**src/sv/awsf_pkg.sv**
```systemverilog
// shared types and constants for the 16-bit alu with status flags
`default_nettype none

package awsf_pkg;

    localparam int unsigned DATA_W     = 16;
    localparam int unsigned OP_W       = 4;
    localparam int unsigned FLAG_W     = 4;
    localparam int unsigned SHAMT_W    = $clog2(DATA_W) + 1;
    localparam int unsigned DIV_STEPS  = 4;
    localparam int unsigned DIV_STAGES = DATA_W / DIV_STEPS;
    localparam int unsigned PIPE_LAST  = DIV_STAGES + 2;

    localparam int unsigned FLAG_Z = 0;
    localparam int unsigned FLAG_O = 1;
    localparam int unsigned FLAG_C = 2;
    localparam int unsigned FLAG_N = 3;

    typedef enum logic [OP_W-1:0] {
        OP_ADD  = 4'd0,
        OP_SUB  = 4'd1,
        OP_MUL  = 4'd2,
        OP_DIV  = 4'd3,
        OP_CMP  = 4'd4,
        OP_AND  = 4'd5,
        OP_OR   = 4'd6,
        OP_XOR  = 4'd7,
        OP_TEST = 4'd8,
        OP_SHL  = 4'd9,
        OP_SHR  = 4'd10,
        OP_NOT  = 4'd11,
        OP_XCHG = 4'd12
    } t_op;

    typedef struct packed {
        logic [OP_W-1:0]   opcode;
        logic [DATA_W-1:0] dest_value;
        logic [DATA_W-1:0] source_value;
        logic [FLAG_W-1:0] flags_in;
    } t_in;

    typedef struct packed {
        logic [DATA_W-1:0] dest_out;
        logic [DATA_W-1:0] source_out;
        logic [FLAG_W-1:0] flags_out;
        logic              divide_by_zero;
    } t_out;

    typedef struct packed {
        logic              is_div;
        logic              neg;
        logic [DATA_W-1:0] rem;
        logic [DATA_W-1:0] quo;
        logic [DATA_W-1:0] dvs;
    } t_div;

endpackage

`default_nettype wire

```
**src/sv/alu_with_status_flags_core.sv**
```systemverilog
// top level of the pipelined 16-bit alu with z/o/c/n flags
// throughput: one request per cycle unless stalled; every opcode takes the same path
// through the pipeline; signed divide runs as four stages of four steps
// each stage loads when empty or when its successor moves, so bubbles collapse under stall
// reset clears all stage valid bits together; payload registers are not reset
`default_nettype none

module alu_with_status_flags_core (
    input  logic            i_clk,
    input  logic            i_rst_n,
    input  logic            i_in_valid,
    output logic            o_in_stall,
    input  awsf_pkg::t_in   i_in,
    output logic            o_out_valid,
    input  logic            i_out_stall,
    output awsf_pkg::t_out  o_out
);

    localparam int unsigned LAST = awsf_pkg::PIPE_LAST;
    localparam int unsigned DW   = awsf_pkg::DATA_W;

    logic [LAST:0]   r_vld;
    logic [LAST:0]   w_load;
    awsf_pkg::t_in   r_in;
    awsf_pkg::t_out  r_res [1:LAST];
    awsf_pkg::t_div  r_div [1:LAST-1];
    awsf_pkg::t_div  w_div [2:LAST-1];
    awsf_pkg::t_out  n_res1;
    awsf_pkg::t_div  n_div1;
    awsf_pkg::t_out  n_res_last;

    always_comb begin
        w_load[LAST] = !r_vld[LAST] || !i_out_stall;
        for (int k = LAST - 1; k >= 0; k--) begin
            w_load[k] = !r_vld[k] || w_load[k+1];
        end
    end

    assign o_in_stall  = !w_load[0];
    assign o_out_valid = r_vld[LAST];
    assign o_out       = r_res[LAST];

    // decode, combinational ops, flags and divider setup
    always_comb begin
        logic [DW-1:0]               d;
        logic [DW-1:0]               s;
        logic [DW-1:0]               r;
        logic [DW-1:0]               dout;
        logic [DW-1:0]               sout;
        logic [awsf_pkg::FLAG_W-1:0] f;
        logic [2*DW-1:0]             wide;
        logic                        dbz;
        d    = r_in.dest_value;
        s    = r_in.source_value;
        f    = r_in.flags_in;
        dout = d;
        sout = s;
        dbz  = 1'b0;
        r    = d - s;
        wide = '0;
        case (awsf_pkg::t_op'(r_in.opcode))
            awsf_pkg::OP_ADD: dout = d + s;
            awsf_pkg::OP_SUB: dout = r;
            awsf_pkg::OP_MUL: dout = d * s;
            awsf_pkg::OP_DIV: dbz = (s == '0);
            awsf_pkg::OP_CMP: begin
                f[awsf_pkg::FLAG_Z] = (r == '0);
                f[awsf_pkg::FLAG_N] = r[DW-1];
                f[awsf_pkg::FLAG_C] = (d < s);
                f[awsf_pkg::FLAG_O] = (d[DW-1] ^ s[DW-1]) & (d[DW-1] ^ r[DW-1]);
            end
            awsf_pkg::OP_AND: dout = d & s;
            awsf_pkg::OP_OR:  dout = d | s;
            awsf_pkg::OP_XOR: dout = d ^ s;
            awsf_pkg::OP_TEST: begin
                f[awsf_pkg::FLAG_Z] = ((d & s) == '0);
                f[awsf_pkg::FLAG_N] = d[DW-1] & s[DW-1];
            end
            awsf_pkg::OP_SHL: begin
                wide = {{DW{1'b0}}, d} << s[awsf_pkg::SHAMT_W-1:0];
                if (s > DW'(DW)) begin
                    dout                = '0;
                    f[awsf_pkg::FLAG_C] = 1'b0;
                end else begin
                    dout                = wide[DW-1:0];
                    f[awsf_pkg::FLAG_C] = wide[DW];
                end
                f[awsf_pkg::FLAG_Z] = (dout == '0);
                f[awsf_pkg::FLAG_N] = dout[DW-1];
            end
            awsf_pkg::OP_SHR: begin
                wide = {d, {DW{1'b0}}} >> s[awsf_pkg::SHAMT_W-1:0];
                if (s > DW'(DW)) begin
                    dout                = '0;
                    f[awsf_pkg::FLAG_C] = d[DW-1];
                end else begin
                    dout                = wide[2*DW-1:DW];
                    f[awsf_pkg::FLAG_C] = wide[DW-1];
                end
                f[awsf_pkg::FLAG_Z] = (dout == '0);
                f[awsf_pkg::FLAG_N] = dout[DW-1];
            end
            awsf_pkg::OP_NOT: dout = ~d;
            awsf_pkg::OP_XCHG: begin
                dout = s;
                sout = d;
            end
            default: ;
        endcase
        n_res1.dest_out       = dout;
        n_res1.source_out     = sout;
        n_res1.flags_out      = f;
        n_res1.divide_by_zero = dbz;
        n_div1.is_div = (awsf_pkg::t_op'(r_in.opcode) == awsf_pkg::OP_DIV) && (s != '0);
        n_div1.neg    = d[DW-1] ^ s[DW-1];
        n_div1.rem    = '0;
        n_div1.quo    = d[DW-1] ? -d : d;
        n_div1.dvs    = s[DW-1] ? -s : s;
    end

    for (genvar g = 2; g < LAST; g++) begin : g_div
        awsf_div_stage u_div_stage (
            .i_div (r_div[g-1]),
            .o_div (w_div[g])
        );
    end

    // quotient sign fix and result select
    always_comb begin
        n_res_last = r_res[LAST-1];
        if (r_div[LAST-1].is_div) begin
            n_res_last.dest_out = r_div[LAST-1].neg ? -r_div[LAST-1].quo
                                                    : r_div[LAST-1].quo;
        end
    end

    always_ff @(posedge i_clk) begin
        if (!i_rst_n) begin
            r_vld <= '0;
        end else begin
            if (w_load[0]) begin
                r_vld[0] <= i_in_valid;
            end
            for (int k = 1; k <= LAST; k++) begin
                if (w_load[k]) begin
                    r_vld[k] <= r_vld[k-1];
                end
            end
        end
    end

    always_ff @(posedge i_clk) begin
        if (w_load[0] && i_in_valid) begin
            r_in <= i_in;
        end
        if (w_load[1] && r_vld[0]) begin
            r_res[1] <= n_res1;
            r_div[1] <= n_div1;
        end
        for (int k = 2; k < LAST; k++) begin
            if (w_load[k] && r_vld[k-1]) begin
                r_res[k] <= r_res[k-1];
                r_div[k] <= w_div[k];
            end
        end
        if (w_load[LAST] && r_vld[LAST-1]) begin
            r_res[LAST] <= n_res_last;
        end
    end

endmodule

`default_nettype wire

```
**src/sv/awsf_div_stage.sv**
```systemverilog
// four restoring division steps on magnitudes
`default_nettype none

module awsf_div_stage (
    input  awsf_pkg::t_div i_div,
    output awsf_pkg::t_div o_div
);

    always_comb begin
        logic [awsf_pkg::DATA_W+1:0] diff;
        awsf_pkg::t_div              cur;
        cur = i_div;
        for (int k = 0; k < awsf_pkg::DIV_STEPS; k++) begin
            diff = {1'b0, cur.rem, cur.quo[awsf_pkg::DATA_W-1]} - {2'b00, cur.dvs};
            if (!diff[awsf_pkg::DATA_W+1]) begin
                cur.rem = diff[awsf_pkg::DATA_W-1:0];
                cur.quo = {cur.quo[awsf_pkg::DATA_W-2:0], 1'b1};
            end else begin
                cur.rem = {cur.rem[awsf_pkg::DATA_W-2:0], cur.quo[awsf_pkg::DATA_W-1]};
                cur.quo = {cur.quo[awsf_pkg::DATA_W-2:0], 1'b0};
            end
        end
        o_div = cur;
    end

endmodule

`default_nettype wire

```
**config.mk**
```make
export PLATFORM = sky130hd
export DESIGN_NAME = alu_with_status_flags_core
export DESIGN_NICKNAME = d
export VERILOG_FILES = /design/src/sv/awsf_pkg.sv /design/src/sv/alu_with_status_flags_core.sv /design/src/sv/awsf_div_stage.sv
export SDC_FILE = /design/constraint.sdc
export NUM_CORES = 2
export LEC_CHECK = 0
export ABC_AREA = 1
export BUFFER_PORTS_ARGS = -buffer_cell sky130_fd_sc_hd__buf_2
export CORE_MARGIN = 10
export CORE_UTILIZATION = 30
export CTS_BUF_LIST = sky130_fd_sc_hd__clkbuf_8
export CTS_CLUSTER_DIAMETER = 100
export CTS_CLUSTER_SIZE = 20
export DETAILED_ROUTE_END_ITERATION = 7
export PLACE_DENSITY = 0.55
export SLEW_MARGIN = 40
export SYNTH_ARGS = -nofsm -noshare
export SYNTH_HDL_FRONTEND = slang
export SYNTH_HIERARCHICAL = 1
export SYNTH_SLANG_ARGS = --single-unit
```
**constraint.sdc**
```tcl
create_clock -name i_clk -period 6.5 [get_ports i_clk]
set_clock_uncertainty 0.2 [all_clocks]
set_input_delay 1.3 -clock i_clk [delete_from_list [all_inputs] [get_ports i_clk]]
set_output_delay 1.3 -clock i_clk [all_outputs]
set_load 0.02 [all_outputs]
```
==> flow_metrics.tcl <==
set metrics [dict create \
    die_width_um 391 \
    critPathCaptureType "flip-flop" \
    dp_cells 7955 \
    root_buffer "clkbuf_8" \
    worst_path_max_delay_cell "edfxtp_1" \
    required_ps 6760 \
    violations "setup timing" \
    place.port_buffers 82 \
    stdcell_count 8308 \
    ys.warnings.count 6 \
    clock_latency_ps 790 \
    setup_viol 51 \
    fin_crit_ps 6980 \
    grt_pass1_wl_mm 212 \
    cts_tree "yes" \
    cts_made_buffers 31 \
    fin_crit_sh_pct 107 \
    worst_slew_pin_slew_ps 768 \
    cts.htree.levels 1 \
    hold_viol_final 0 \
    io_pins 83 \
    slew_violations 0 \
    vias_per_cell 4.76 \
    path_max_fanout 8 \
    syn-cell-area_um2 41400 \
    worst-endpoint-arrival_ps 7240 \
    place_area_um2 51400 \
    cts.sinks 471 \
    wl_per_cell_um 17.0 \
    dr.pass1.iters 6 \
    fillerInstances 13600 \
    status "finished, violations left" \
    cts.clk_slew.worst_paths_ps 140 \
    crit_type "flip-flop to flip-flop" \
    hold_path_class "flip-flop to flip-flop" \
    dp_hpwl_mm 111 \
    fmax_mhz 143 \
    timing.setup.tns_ps -14110 \
    grtUsageTotal_pct 17.4 \
    die_height_um 391 \
    slew_headroom_pct 48.3 \
    core_area_um2 137000 \
    rows 136 \
    clockBufferDepth 3 \
    critPathMaxStageDelay_ps 510 \
    drive_gt1_share_pct 36.5 \
    drv_cap 0 \
    rsz0062_at_grt "true" \
    dp_slack_ps -943 \
    grt_pass1_vias 37800 \
    drt_iter0_drc 2744 \
    place_congestion 0.985 \
    worstSetupStartpointType "flip-flop" \
    fp.dieArea_um2 153000 \
    vias 39600 \
    syn_to_final_growth_pct 39.8 \
    initial_core_util_pct 30.2 \
    syn_inst 5248 \
    drc 0 \
    totalWireLength_mm 142 \
    grt_max_degree 88 \
    drtAntennaViolNets 0 \
    syn_area_per_cell_um2 7.88 \
    grt_overflow 0 \
    nets 6983 \
    antenna_found_initial 10 \
    final_area_um2 57800 \
    fin_ws_ps -476 \
]
## state kept, by name, summed over array words and instances, names as in the netlist
name,count
r_res,222
r_vld,7
r_div,202
r_in,40
## metal layers
metal | up-vias | global-route usage, % | share of wire (%)
li1 | 19600 | - | -
met1 | 18700 | 23.4 | 45
met2 | 991 | 29.4 | 47
met3 | 221 | 1.89 | 5.0
met4 | 2 | 4.62 | 3.2
met5 | - | 0 | 0.0049
## final timing paths
path / from / end / slack (ps) / depth (start not counted)
min reg2reg: r_res[2][22] / r_res[2][59] / 210 / 0
max reg2reg: r_div[0][69] / r_div[0][127] / -480 / 46
max: r_div[0][69] / r_div[0][127] / -480 / 46
min: r_res[2][22] / r_res[2][59] / 210 / 0
## what timing repair did
action / in CTS / in global routing
endpoints found under the hold margin: 0 / 0
buffers inserted: 151 / 121
gates cloned: 15 / 11
pin swaps: 149 / 274
resized for setup: 271 / 524
hold buffers: 0 / 0
endpoints found under the setup margin: 52 / 55
## layout by cell type (no fill, tap or decap), drive strengths merged, types with 37 or more instances in the layout
cell    count
nand3     354
buf      1389
nand2    1406
a21oi     340
clkbuf     37
nor3       54
edfxtp    464
ha        359
o21ai     284
xnor2      77
nand4      51
xor2      129
or2        40
fa         96
nor2      321
inv       821
## cell type report
type	count	area, µm²	share of cell area, %
Inverter	808	3050	5.28
Sequential cell	471	14100	24.3
Tap cell	1794	2240	3.88
Multi-Input combinational cell	3776	27000	46.7
Clock inverter	27	201	0.348
Antenna cell	5	12.5	0.0216
Timing Repair Buffer	1396	10800	18.7
Clock buffer	31	427	0.738
## critical path, delay by kind of cell, from the launching register on
kind,cells,cell delay (ps)
and+or+nand+nor,28,2790
AOI/OAI and AO/OA,9,1470
adders and majority gates,4,1070
buffers and inverters,5,560
DFF,1,510
## metrics by stage
step / util [%] / hold slack, ps
after floorplan: - / 200
after global placement: 37.5 / 201
after detailed placement: 37.5 / 205
after CTS: 39.8 / 211
after global routing: 42.1 / 223
final: 42.2 / 205
Power is left out: the tool's default activity adds up to more than one toggle a clock period on the data nets, which glitch-free logic cannot reach.
